`config.mk`:
```
export PLATFORM = sky130hd
export DESIGN_NAME = bchse_fb
export DESIGN_NICKNAME = d
export VERILOG_FILES = /design/src/hdl/bch_systematic_encoder_defines.svh /design/src/hdl/bchse_pkg.sv /design/src/hdl/bchse_fb.sv
export SDC_FILE = /design/constraint.sdc
export NUM_CORES = 1
export LEC_CHECK = 0
export ABC_CLOCK_PERIOD_IN_PS = 3950
export BUFFER_PORTS_ARGS = -buffer_cell sky130_fd_sc_hd__clkbuf_2
export CORE_AREA = 4 4 41 43
export DETAILED_ROUTE_END_ITERATION = 8
export DIE_AREA = 0 0 45 47
export GPL_TIMING_DRIVEN = 0
export PLACE_DENSITY = 0.68
export SYNTH_ARGS = -nofsm -noshare
export SYNTH_HDL_FRONTEND = slang
export SYNTH_SLANG_ARGS = --single-unit
export TNS_END_PERCENT = 100
```
`constraint.sdc`:
```
create_clock -name vclk -period 3.95
set_input_delay 0.79 -clock vclk [all_inputs]
set_output_delay 0.79 -clock vclk [all_outputs]
set_load 0.02 [all_outputs]
```
`src/hdl/bch_systematic_encoder_defines.svh`:
```
// Assertion macros shared by the BCH encoder RTL.
`ifndef BCH_SYSTEMATIC_ENCODER_DEFINES_SVH
`define BCH_SYSTEMATIC_ENCODER_DEFINES_SVH

// The consequent must hold in the same cycle as the antecedent.
`define BCHSE_ASSERT_NOW(label, clk_s, rst_s, ante, cons, msg) \
  label: assert property (@(posedge clk_s) disable iff (!rst_s) (ante) |-> (cons)) \
    else $error(msg);

// The consequent must hold in the cycle after the antecedent.
`define BCHSE_ASSERT_NEXT(label, clk_s, rst_s, ante, cons, msg) \
  label: assert property (@(posedge clk_s) disable iff (!rst_s) (ante) |=> (cons)) \
    else $error(msg);

`endif

```
`src/hdl/bchse_pkg.sv`:
```
// Package with the generator tables, code selection and shared types of the BCH encoder.
package bchse_pkg;

  // Width of one message or parity byte.
  localparam int DATA_W = 8;
  // Width of a byte count; holds up to 24 parity bytes.
  localparam int NB_W = 5;

  // Parity lengths of the four generators.
  localparam int R_T12   = 192;
  localparam int R_T10   = 160;
  localparam int R_T8    = 128;
  localparam int R_SHORT = 168;

  typedef enum logic [1:0] {
    CODE_T12   = 2'd0,
    CODE_T10   = 2'd1,
    CODE_T8    = 2'd2,
    CODE_SHORT = 2'd3
  } code_t;

  typedef enum logic {
    ST_DATA,
    ST_PARITY
  } state_t;

  // Control shared by every cell of the remainder chain.
  typedef struct packed {
    logic              load;   // a message byte is clocked in
    logic              shift;  // parity readout moves bytes toward cell 0
    logic              clear;  // last parity byte leaves, wipe the chain
    code_t             code;
    logic [NB_W-1:0]   nb;     // parity bytes of the selected code
    logic [DATA_W-1:0] fb;     // feedback bit per step, index 0 is the first step
  } cell_ctl_t;

  // Generator coefficients, index is the degree, the top index is the leading one.
  localparam logic [0:R_T12] POLY_T12 = {
    32'b11100111_10101010_01000000_01100110,
    32'b11101111_10100001_11100010_11000000,
    32'b10010001_00010000_10101100_00111011,
    32'b00011011_00110100_11110011_00001010,
    32'b00111000_10001010_00111010_00100001,
    32'b11000001_01110000_01100100_01110010,
    1'b1};

  localparam logic [0:R_T10] POLY_T10 = {
    32'b10001001_10100110_11011101_00011101,
    32'b10000000_11000100_10001011_11110111,
    32'b11000000_11101010_00011110_01010110,
    32'b11111000_11001100_01010100_00111111,
    32'b10110111_00110000_10101000_00000110,
    1'b1};

  localparam logic [0:R_T8] POLY_T8 = {
    32'b11010100_01100110_10011111_00100000,
    32'b10101110_10110110_00111111_10011000,
    32'b10111101_11101001_11100100_10001110,
    32'b11111010_10100100_11100000_00111000,
    1'b1};

  localparam logic [0:R_SHORT] POLY_SHORT = {
    32'b10100101_10100000_10011000_10001011,
    32'b11101011_11100111_11110001_01001010,
    32'b10010110_00001001_11000101_11000100,
    32'b10110011_01000110_01001101_10010110,
    32'b00011001_01010111_11011011_01000110,
    8'b00000010,
    1'b1};

  // Parity length in bits of a code.
  function automatic int r_of(code_t c);
    int r;
    case (c)
      CODE_T12: r = R_T12;
      CODE_T10: r = R_T10;
      CODE_T8:  r = R_T8;
      default:  r = R_SHORT;
    endcase
    return r;
  endfunction

  // Code actually used: a generator wider than the remainder falls back to t=8.
  function automatic code_t eff_code(code_t c, int max_bits);
    code_t e;
    e = c;
    if (r_of(c) > max_bits) begin
      e = CODE_T8;
    end
    return e;
  endfunction

  // Coefficient of degree d below the leading term, zero outside 0..r-1.
  function automatic logic tap_of(code_t c, int d);
    logic t;
    t = 1'b0;
    if (d >= 0 && d < r_of(c)) begin
      case (c)
        CODE_T12: t = POLY_T12[d];
        CODE_T10: t = POLY_T10[d];
        CODE_T8:  t = POLY_T8[d];
        default:  t = POLY_SHORT[d];
      endcase
    end
    return t;
  endfunction

endpackage

```
`src/hdl/bchse_fb.sv`:
```
// Feedback unit: the eight feedback bits of one byte step from the head cell.
module bchse_fb (
  input  bchse_pkg::code_t             code,
  input  logic [bchse_pkg::DATA_W-1:0] data,
  input  logic [bchse_pkg::DATA_W-1:0] head,
  output logic [bchse_pkg::DATA_W-1:0] fb
);
  import bchse_pkg::*;

  // Each step sees the head bit corrected by the taps of the earlier feedbacks.
  // The feedback of step k lands its tap of degree r-b+k on the head at step b.
  always_comb begin
    logic acc;
    fb = '0;
    for (int b = 0; b < DATA_W; b++) begin
      acc = data[DATA_W-1-b] ^ head[DATA_W-1-b];
      for (int k = 0; k < b; k++) begin
        acc = acc ^ (fb[k] & tap_of(code, r_of(code) - b + k));
      end
      fb[b] = acc;
    end
  end
endmodule

```
==> results.md <==
* GRT Total Usage at 12.94%
* IO buf count at 26
* Startpoint types: input pin
* Max-cap violations at 0
* IO Pins at 26
* Syn_area_per_cell at 7.820 um2
* Hold-fix buffers at CTS at 0
* Final max-slew violation count at 0
* Area contributors post-synth: xnor2_1 (23%), xnor2_2 (9.2%), xor2_1 (6.6%)
* Total gr overflow at 0
* Initial Util at roughly two fifths
* Ant diodes at 0
* Global-route wire length before repair at 2.173 mm
* DRC violations left at 0
* Seq Cell Count at 0
* Hold Path Origin: data[1]
* YS warnings at 0
* Worst-margin pin slew at 541.1 ps
* Total number of vias at 578
* Endpoint class of the critical path: output pin
* Layout cell share with drive strength beyond 1 at around 38%
* # rows at 13
* Initial antenna violation count at 0
* Die area at approximately 0.0021 mm2
* Detail Route Antenna Nets at 0
* Final setup violation count at 0
* Rel. slew slack at a little under two thirds
* Pleak at 0.3106 nW
* Hold depth at 4
* Final core utilization at 54.62%
* Min-delay worst type: input pin to output pin
* Pre-antenna DRT Iters at 4
* Peak supply drop at 108.1 uV
* Routed wire length at 1.263 mm
* Required time worst endpoint at 3160 ps
* Clock buffers at 0
* Number of global-route vias before repair at 512
* Final Power at 0.1935 mW
* Fin crit share at 97.79%
* Die outline height at 47 um
* Syn_nets at 86
* Largest net degree at the start of global routing at 11
* Outcome: finished clean
* Most frequent cell after synthesis: xnor2_1
* Fill cells at between 100 and 150
* Detail Placement HPWL at 1.048 mm
* Synth-to-Final Area Change at 33.65%
* Final number of hold-violating endpoints at 0
* Die width at 45 um
* Synth top area share at 23.06%
* Worst Hold End: fb[6]
* Min Tclk post-route at 3863 ps
* Vias per inst at around 5.3
* Initial detailed-routing violation count at 9
* Yosys top cell by area: xnor2_1
* Core area at 0.001301 mm2
* Critical path class: input pin to output pin
* Arr. time, crit path at 3070 ps
* Worst-path maximum fanout at 8
* Register area at 0 um2
* Nets at 115
* WHS at 1990 ps
* PD cells at around 270 mW/mm2
* GPL Wtd Cong at 0.8215
* Cell variety after synth at 31
* Netlist Area Pre-Place at 531.8 um2
* Syn Inst Count at 68
* Sequential share of the synthesized area at 0%
* Max Clock Freq at 0.2589 GHz
* Top cells by count, synth: xnor2_1 (14), nor2_1 (7), nand2_1 (5)
* Average wire per standard cell at 11.48 um
[layout by cell type, fill, tap and decap left out, types with 2 or more instances in the layout]
cell type,Yosys,layout
a211oi_1,2,2
a21oi_1,2,2
clkbuf_1,2,2
clkbuf_2,0,25
inv_1,2,2
nand2_1,5,5
nor2_1,7,7
nor3_1,3,3
o211a_1,2,2
o211ai_1,3,3
xnor2_1,14,14
xnor2_4,1,3
xor2_1,4,4
[metal layers]
| metal | vias to the layer above | track usage [%] | wire (um) |
|---|---|---|---|
| li1 | 302 | - | - |
| met1 | 255 | 16.33 | 533 |
| met2 | 21 | 25.42 | 622 |
| met3 | 0 | 0.7663 | 108 |
| met4 | 0 | 0 | 0 |
| met5 | - | 0 | 0 |
[cell type report]
class	instances	area (um2)	area share (%)
plain buffers	2	7.507	1.056
inverters	4	20.02	2.817
multi-input cells	62	526.8	74.12
well taps	15	18.77	2.641
repair buffers	27	137.6	19.37
[where the power goes]
part / total [mW] / internal, mW / switching, mW
Sequential: 0 / 0 / 0
Combinational: 0.193 / 0.0855 / 0.108
Clock: 0 / 0 / 0
[what timing repair did]
action	in CTS	in global routing
endpoints found under the setup margin	1	1
pin swaps	1	0
buffers inserted	1	0
resized for setup	1	2
[logic make-up after synthesis]
family	after synthesis	share of synthesized area, %
xor gates and xnor gates	22	44.00
and+or+nand+nor	22	19.53
muxes	3	8.235
AOI/OAI and AO/OA	15	23.06
buffers and inverters	6	5.177
[worst max path at each step]
stage          cells after the start  endpoint    start
6_report                          10     fb[7]  data[6]
5_1_grt                           10     fb[7]  data[6]
4_1_cts                           10     fb[7]  data[6]
3_5_place_dp                      10     fb[7]  head[6]
3_3_place_gp                      10     fb[7]  head[6]
2_1_floorplan                      8     fb[6]  head[6]
[worst max-delay path, cell delays in order]
cell	delay, ps
clkbuf_2	120
xnor2_4	220
inv_6	80
xnor2_4	180
mux4_2	530
o21a_1	230
or4_1	520
o211ai_2	100
xnor2_1	120
buf_2	170
[per-stage QoR]
step           cell area, um2  cells  TNS [ps]  worst slack [ps]
2_1_floorplan           531.8     68         0             82.50
3_3_place_gp            680.7    109    -122.5            -122.5
3_5_place_dp            680.7    109    -123.5            -123.5
4_1_cts                 699.4    110         0             61.29
5_1_grt                 710.7    110    -18.43            -18.43
6_report                710.7    110         0             87.28
Note: power is estimated with default switching activity, not from simulation.
