<file path="src/hdl/bch_systematic_encoder_defines.svh">
// Assertion macros shared by the BCH encoder RTL.
`ifndef BCH_SYSTEMATIC_ENCODER_DEFINES_SVH
`define BCH_SYSTEMATIC_ENCODER_DEFINES_SVH

// The consequent must hold in the same cycle as the antecedent.
`define BCHSE_ASSERT_NOW(label, clk_s, rst_s, ante, cons, msg) \
  label: assert property (@(posedge clk_s) disable iff (!rst_s) (ante) |-> (cons)) \
    else $error(msg);

// The consequent must hold in the cycle after the antecedent.
`define BCHSE_ASSERT_NEXT(label, clk_s, rst_s, ante, cons, msg) \
  label: assert property (@(posedge clk_s) disable iff (!rst_s) (ante) |=> (cons)) \
    else $error(msg);

`endif

</file>
<file path="src/hdl/bchse_pkg.sv">
// Package with the generator tables, code selection and shared types of the BCH encoder.
package bchse_pkg;

  // Width of one message or parity byte.
  localparam int DATA_W = 8;
  // Width of a byte count; holds up to 24 parity bytes.
  localparam int NB_W = 5;

  // Parity lengths of the four generators.
  localparam int R_T12   = 192;
  localparam int R_T10   = 160;
  localparam int R_T8    = 128;
  localparam int R_SHORT = 168;

  typedef enum logic [1:0] {
    CODE_T12   = 2'd0,
    CODE_T10   = 2'd1,
    CODE_T8    = 2'd2,
    CODE_SHORT = 2'd3
  } code_t;

  typedef enum logic {
    ST_DATA,
    ST_PARITY
  } state_t;

  // Control shared by every cell of the remainder chain.
  typedef struct packed {
    logic              load;   // a message byte is clocked in
    logic              shift;  // parity readout moves bytes toward cell 0
    logic              clear;  // last parity byte leaves, wipe the chain
    code_t             code;
    logic [NB_W-1:0]   nb;     // parity bytes of the selected code
    logic [DATA_W-1:0] fb;     // feedback bit per step, index 0 is the first step
  } cell_ctl_t;

  // Generator coefficients, index is the degree, the top index is the leading one.
  localparam logic [0:R_T12] POLY_T12 = {
    32'b11100111_10101010_01000000_01100110,
    32'b11101111_10100001_11100010_11000000,
    32'b10010001_00010000_10101100_00111011,
    32'b00011011_00110100_11110011_00001010,
    32'b00111000_10001010_00111010_00100001,
    32'b11000001_01110000_01100100_01110010,
    1'b1};

  localparam logic [0:R_T10] POLY_T10 = {
    32'b10001001_10100110_11011101_00011101,
    32'b10000000_11000100_10001011_11110111,
    32'b11000000_11101010_00011110_01010110,
    32'b11111000_11001100_01010100_00111111,
    32'b10110111_00110000_10101000_00000110,
    1'b1};

  localparam logic [0:R_T8] POLY_T8 = {
    32'b11010100_01100110_10011111_00100000,
    32'b10101110_10110110_00111111_10011000,
    32'b10111101_11101001_11100100_10001110,
    32'b11111010_10100100_11100000_00111000,
    1'b1};

  localparam logic [0:R_SHORT] POLY_SHORT = {
    32'b10100101_10100000_10011000_10001011,
    32'b11101011_11100111_11110001_01001010,
    32'b10010110_00001001_11000101_11000100,
    32'b10110011_01000110_01001101_10010110,
    32'b00011001_01010111_11011011_01000110,
    8'b00000010,
    1'b1};

  // Parity length in bits of a code.
  function automatic int r_of(code_t c);
    int r;
    case (c)
      CODE_T12: r = R_T12;
      CODE_T10: r = R_T10;
      CODE_T8:  r = R_T8;
      default:  r = R_SHORT;
    endcase
    return r;
  endfunction

  // Code actually used: a generator wider than the remainder falls back to t=8.
  function automatic code_t eff_code(code_t c, int max_bits);
    code_t e;
    e = c;
    if (r_of(c) > max_bits) begin
      e = CODE_T8;
    end
    return e;
  endfunction

  // Coefficient of degree d below the leading term, zero outside 0..r-1.
  function automatic logic tap_of(code_t c, int d);
    logic t;
    t = 1'b0;
    if (d >= 0 && d < r_of(c)) begin
      case (c)
        CODE_T12: t = POLY_T12[d];
        CODE_T10: t = POLY_T10[d];
        CODE_T8:  t = POLY_T8[d];
        default:  t = POLY_SHORT[d];
      endcase
    end
    return t;
  endfunction

endpackage

</file>
<file path="src/hdl/bchse_cell.sv">
// One byte cell of the remainder chain.
module bchse_cell #(
  parameter int Q = 0
) (
  input  logic                         clk,
  input  logic                         rst_n,
  input  bchse_pkg::cell_ctl_t         ctl,
  input  logic [bchse_pkg::DATA_W-1:0] nbr,
  output logic [bchse_pkg::DATA_W-1:0] byte_q
);
  import bchse_pkg::*;

  logic [DATA_W-1:0] byte_r;
  logic [DATA_W-1:0] byte_nxt;
  logic [DATA_W-1:0] contrib;
  logic              active;
  logic              tail;

  assign active = NB_W'(Q) < ctl.nb;
  assign tail   = NB_W'(Q + 1) == ctl.nb;
  assign byte_q = byte_r;

  // Generator taps that land in this byte after a full byte step.
  always_comb begin
    logic acc;
    contrib = '0;
    for (int j = 0; j < DATA_W; j++) begin
      acc = 1'b0;
      for (int b = 0; b < DATA_W; b++) begin
        acc = acc ^ (ctl.fb[b] & tap_of(ctl.code, r_of(ctl.code) - DATA_W - DATA_W*Q - j + b));
      end
      contrib[DATA_W-1-j] = acc;
    end
  end

  // Clear beats shift; bytes beyond the selected code hold on a load.
  always_comb begin
    byte_nxt = byte_r;
    if (ctl.clear) begin
      byte_nxt = '0;
    end else if (ctl.shift) begin
      byte_nxt = nbr;
    end else if (ctl.load && active) begin
      byte_nxt = (tail ? '0 : nbr) ^ contrib;
    end
  end

  always_ff @(posedge clk) begin
    if (!rst_n) begin
      byte_r <= '0;
    end else begin
      byte_r <= byte_nxt;
    end
  end
endmodule

</file>
<file path="config.mk">
export PLATFORM = sky130hd
export DESIGN_NAME = bchse_cell
export DESIGN_NICKNAME = d
export VERILOG_FILES = /design/src/hdl/bch_systematic_encoder_defines.svh /design/src/hdl/bchse_pkg.sv /design/src/hdl/bchse_cell.sv
export SDC_FILE = /design/constraint.sdc
export NUM_CORES = 1
export LEC_CHECK = 0
export BUFFER_PORTS_ARGS = -buffer_cell sky130_fd_sc_hd__buf_2
export CORE_MARGIN = 4
export CORE_UTILIZATION = 47
export DETAILED_ROUTE_END_ITERATION = 8
export PLACE_DENSITY = 0.69
export SLEW_MARGIN = 20
export SYNTH_ARGS = -nofsm -noshare
export SYNTH_HDL_FRONTEND = slang
export SYNTH_SLANG_ARGS = --single-unit
</file>
<file path="constraint.sdc">
create_clock -name clk -period 2.33 [get_ports clk]
set_input_delay 0.233 -clock clk [delete_from_list [all_inputs] [get_ports clk]]
set_output_delay 0.233 -clock clk [all_outputs]
set_load 0.05 [all_outputs]
</file>
==> run_results.csv <==
group,metric,value,unit
cts,htreeDepth,1,
run,max-cap-violations,0,
worst_setup_path,cp_max_fo,5,
sta,hold_slack,0.2592,ns
yosys,yosysWarningCount,0,
power_and_ir_drop,p_seq_frac,0.199,
sta,finalHoldViolations,0,
worst_setup_path,reg2reg_depth,4,
global_route,gr-total-overflow,0,
global_route,grt_pass1_wl,7169,microns
yosys,syn_inst,222,
cells_and_area,drive_gt1_frac,0.2454,
power_and_ir_drop,combinationalPowerShare,0.655,
die,die_h,67.08,microns
yosys,ys_seq_area_frac,0.09764,
power_and_ir_drop,ir_drop,0.1989,mV
worst_hold_path,hp-class,"input pin to flip-flop",
die,die_w,67.08,microns
sta,fin_crit_sh,0.9268,
yosys,yosys.area.top_type,"xnor2_1",
cts,clockBufferDepth,2,
sta,finalSetupViolCount,0,
power_and_ir_drop,switching_share,0.4170,
die,row_count,21,
route,drt_wl_total,4220,microns
sta,rsz0062_at_grt,"false",
cts,clkSinkCount,8,
cells_and_area,seq_area,160.2,sq um
global_route,antenna_found_initial,0,
cells_and_area,area_growth,21.89,%
yosys,ys_top_cells_by_area,"xnor2_1, dfxtp_1, nand2_1",
die,io-pin-count,36,
worst_setup_path,critical_path_class,"input pin to flip-flop",
yosys,synth_edf_count,0,
yosys,synth_seq_cells,8,
yosys,synthArstFlopShare,0,
cts,cts_made_buffers,3,
placement,dpl.hpwl,3438,microns
route,drt_pass1_iterations,4,
route,drcViolationCount,0,
cells_and_area,largest_reg_flops,8,
yosys,yosysUniqueCellTypes,44,
sta,maxSlewHeadroom,0.6905,
yosys,syn-cell-area,1640,sq um
die,core-area,3363,sq um
cts,cts_tree,"built",
yosys,synth_ff_type,"dfxtp_1",
cells_and_area,antenna_cells,0,
route,drtIter0Drc,84,
yosys,synth_area_per_cell,7.389,sq um
global_route,grt_pass1_vias,1574,
cts,cts.reportedPaths.clkPinSlew,0.06,ns
worst_setup_path,crit_required,2.45,ns
sta,finClkSkew,0,ns
route,via_count,1646,
sta,clock.fmax,463.1,MHz
route,drtAntennaViolNets,0,
yosys,synth.most_common_cell,"xnor2_1",
cts,cts-root-buf,"clkbuf_4",
cts,post-cts-setup-buffers,0,
cts,cts_hold_buf,0,
sta,slew_violations,0,
outcome,status,"finished clean",
cts,clk_latency,0.26,ns
cells_and_area,nets,307,
power_and_ir_drop,p_sw,324.7,uW
yosys,synth_fp_nets,258,
placement,routabilityCongestion,0.9291,
route,routed_via_density,5.225,
yosys,netlist.area_leader.share,0.2136,
sta,setup_slack,0.1705,ns
power_and_ir_drop,powerDensity,389.4,nW/um^2
worst_setup_path,end_kind,"flip-flop",
yosys,synth_common_cells,"xnor2_1, nand2_1, a21oi_1",
sta,layout_min_cycle_time,2.159,ns
placement,dp_slack,-0.05492,ns
sta,tightest_slew,0.4600,ns
die,dieArea,4499,sq um
die,start_util,0.4877,
power_and_ir_drop,p_clk_frac,0.146,
cts,cts_resized,0,
power_and_ir_drop,p_leak,0.8676,nW
worst_setup_path,worstPathArrival,2.28,ns
global_route,grt_max_degree,24,
worst_hold_path,hold_depth,3,
cells_and_area,multiInputGateArea,1385,sq um
cells_and_area,fillCellCount,342,
global_route,track_usage,0.2040,
worst_setup_path,crit_path_start_kind,"input pin",
placement,io_buffers,35,
route,post_drt_wl_per_cell,13.40,microns
power_and_ir_drop,p_int,454.0,uW
-- layout make-up --
cell class                 count  area share
clock buffer                   3     0.01126
inverter                       7     0.01314
multi-input combinational    193      0.6927
timing repair buffer          58      0.1740
sequential                     8     0.08010
tap                           46     0.02879
-- kinds of logic after synthesis --
| group | count (synthesis) | share of synthesized area |
|---|---|---|
| muxes | 3 | 0.01907 |
| DFF | 8 | 0.09763 |
| AOI/OAI and AO/OA | 43 | 0.1754 |
| adders and majority gates | 8 | 0.06102 |
| buffers and inverters | 21 | 0.05797 |
| xor gates and xnor gates | 52 | 0.3196 |
| and+or+nand+nor | 87 | 0.2693 |
-- per-stage QoR --
step | setup TNS (ns) | area (sq um) | std cells | util | power, mW
2_1_floorplan | 0 | 1640 | 222 | - | 0.5422
3_3_place_gp | -0.1435 | 1977 | 312 | 0.5878 | 0.6625
3_5_place_dp | -0.1472 | 1977 | 312 | 0.5878 | 0.6675
4_1_cts | 0 | 1999 | 315 | 0.5945 | 0.7804
5_1_grt | 0 | 1999 | 315 | 0.5945 | 0.8365
6_report | 0 | 1999 | 315 | 0.5945 | 0.7787
-- final timing paths --
path,from,endpoint,slack [ns]
min reg2reg,byte_q[2],byte_q[2],0.56
min,nbr[1],byte_q[1],0.26
max reg2reg,byte_q[3],byte_q[3],1.28
max,ctl[13],byte_q[7],0.17
-- critical path, cell delays in order --
cell      delay (ns)
buf_2           0.10
inv_1           0.11
ha_1            0.29
nand2b_4        0.07
a211o_1         0.29
a21oi_1         0.19
xnor3_1         0.46
mux2_1          0.32
o22ai_1         0.12
a211oi_1        0.08
-- power by group through the flow --
| stage | clock network [mW] | logic [mW] | registers (mW) |
|---|---|---|---|
| 4_1_cts | 0.115 | 0.511 | 0.155 |
| 2_1_floorplan | 0 | 0.345 | 0.198 |
| 3_5_place_dp | 0 | 0.510 | 0.158 |
| 3_3_place_gp | 0 | 0.505 | 0.158 |
| 6_report | 0.114 | 0.510 | 0.155 |
| 5_1_grt | 0.126 | 0.554 | 0.156 |
-- cell usage in the layout (no fill, tap or decap), types with 3 or more instances in the layout --
cell / instances
a221oi_1: 4
nand2b_1: 11
a21oi_1: 12
clkbuf_4: 3
buf_2: 35
nand2_1: 36
buf_4: 23
dfxtp_1: 8
xnor2_1: 40
nor3b_1: 3
nand3_1: 7
xnor3_1: 5
xor2_1: 7
o21ai_0: 7
nor2_1: 11
a211oi_1: 3
inv_1: 7
a311oi_1: 3
or2b_1: 3
ha_1: 8
nor3_1: 6
-- metal layers --
layer,track usage,wire [microns],up-vias,part of all wire
met5,0,0,-,0
met4,0.03544,35,0,0.0083
met2,0.3252,1938,34,0.46
met1,0.2893,2064,757,0.49
li1,-,-,852,-
met3,0.03204,182,3,0.043
Note: power is estimated with default switching activity, not from simulation.
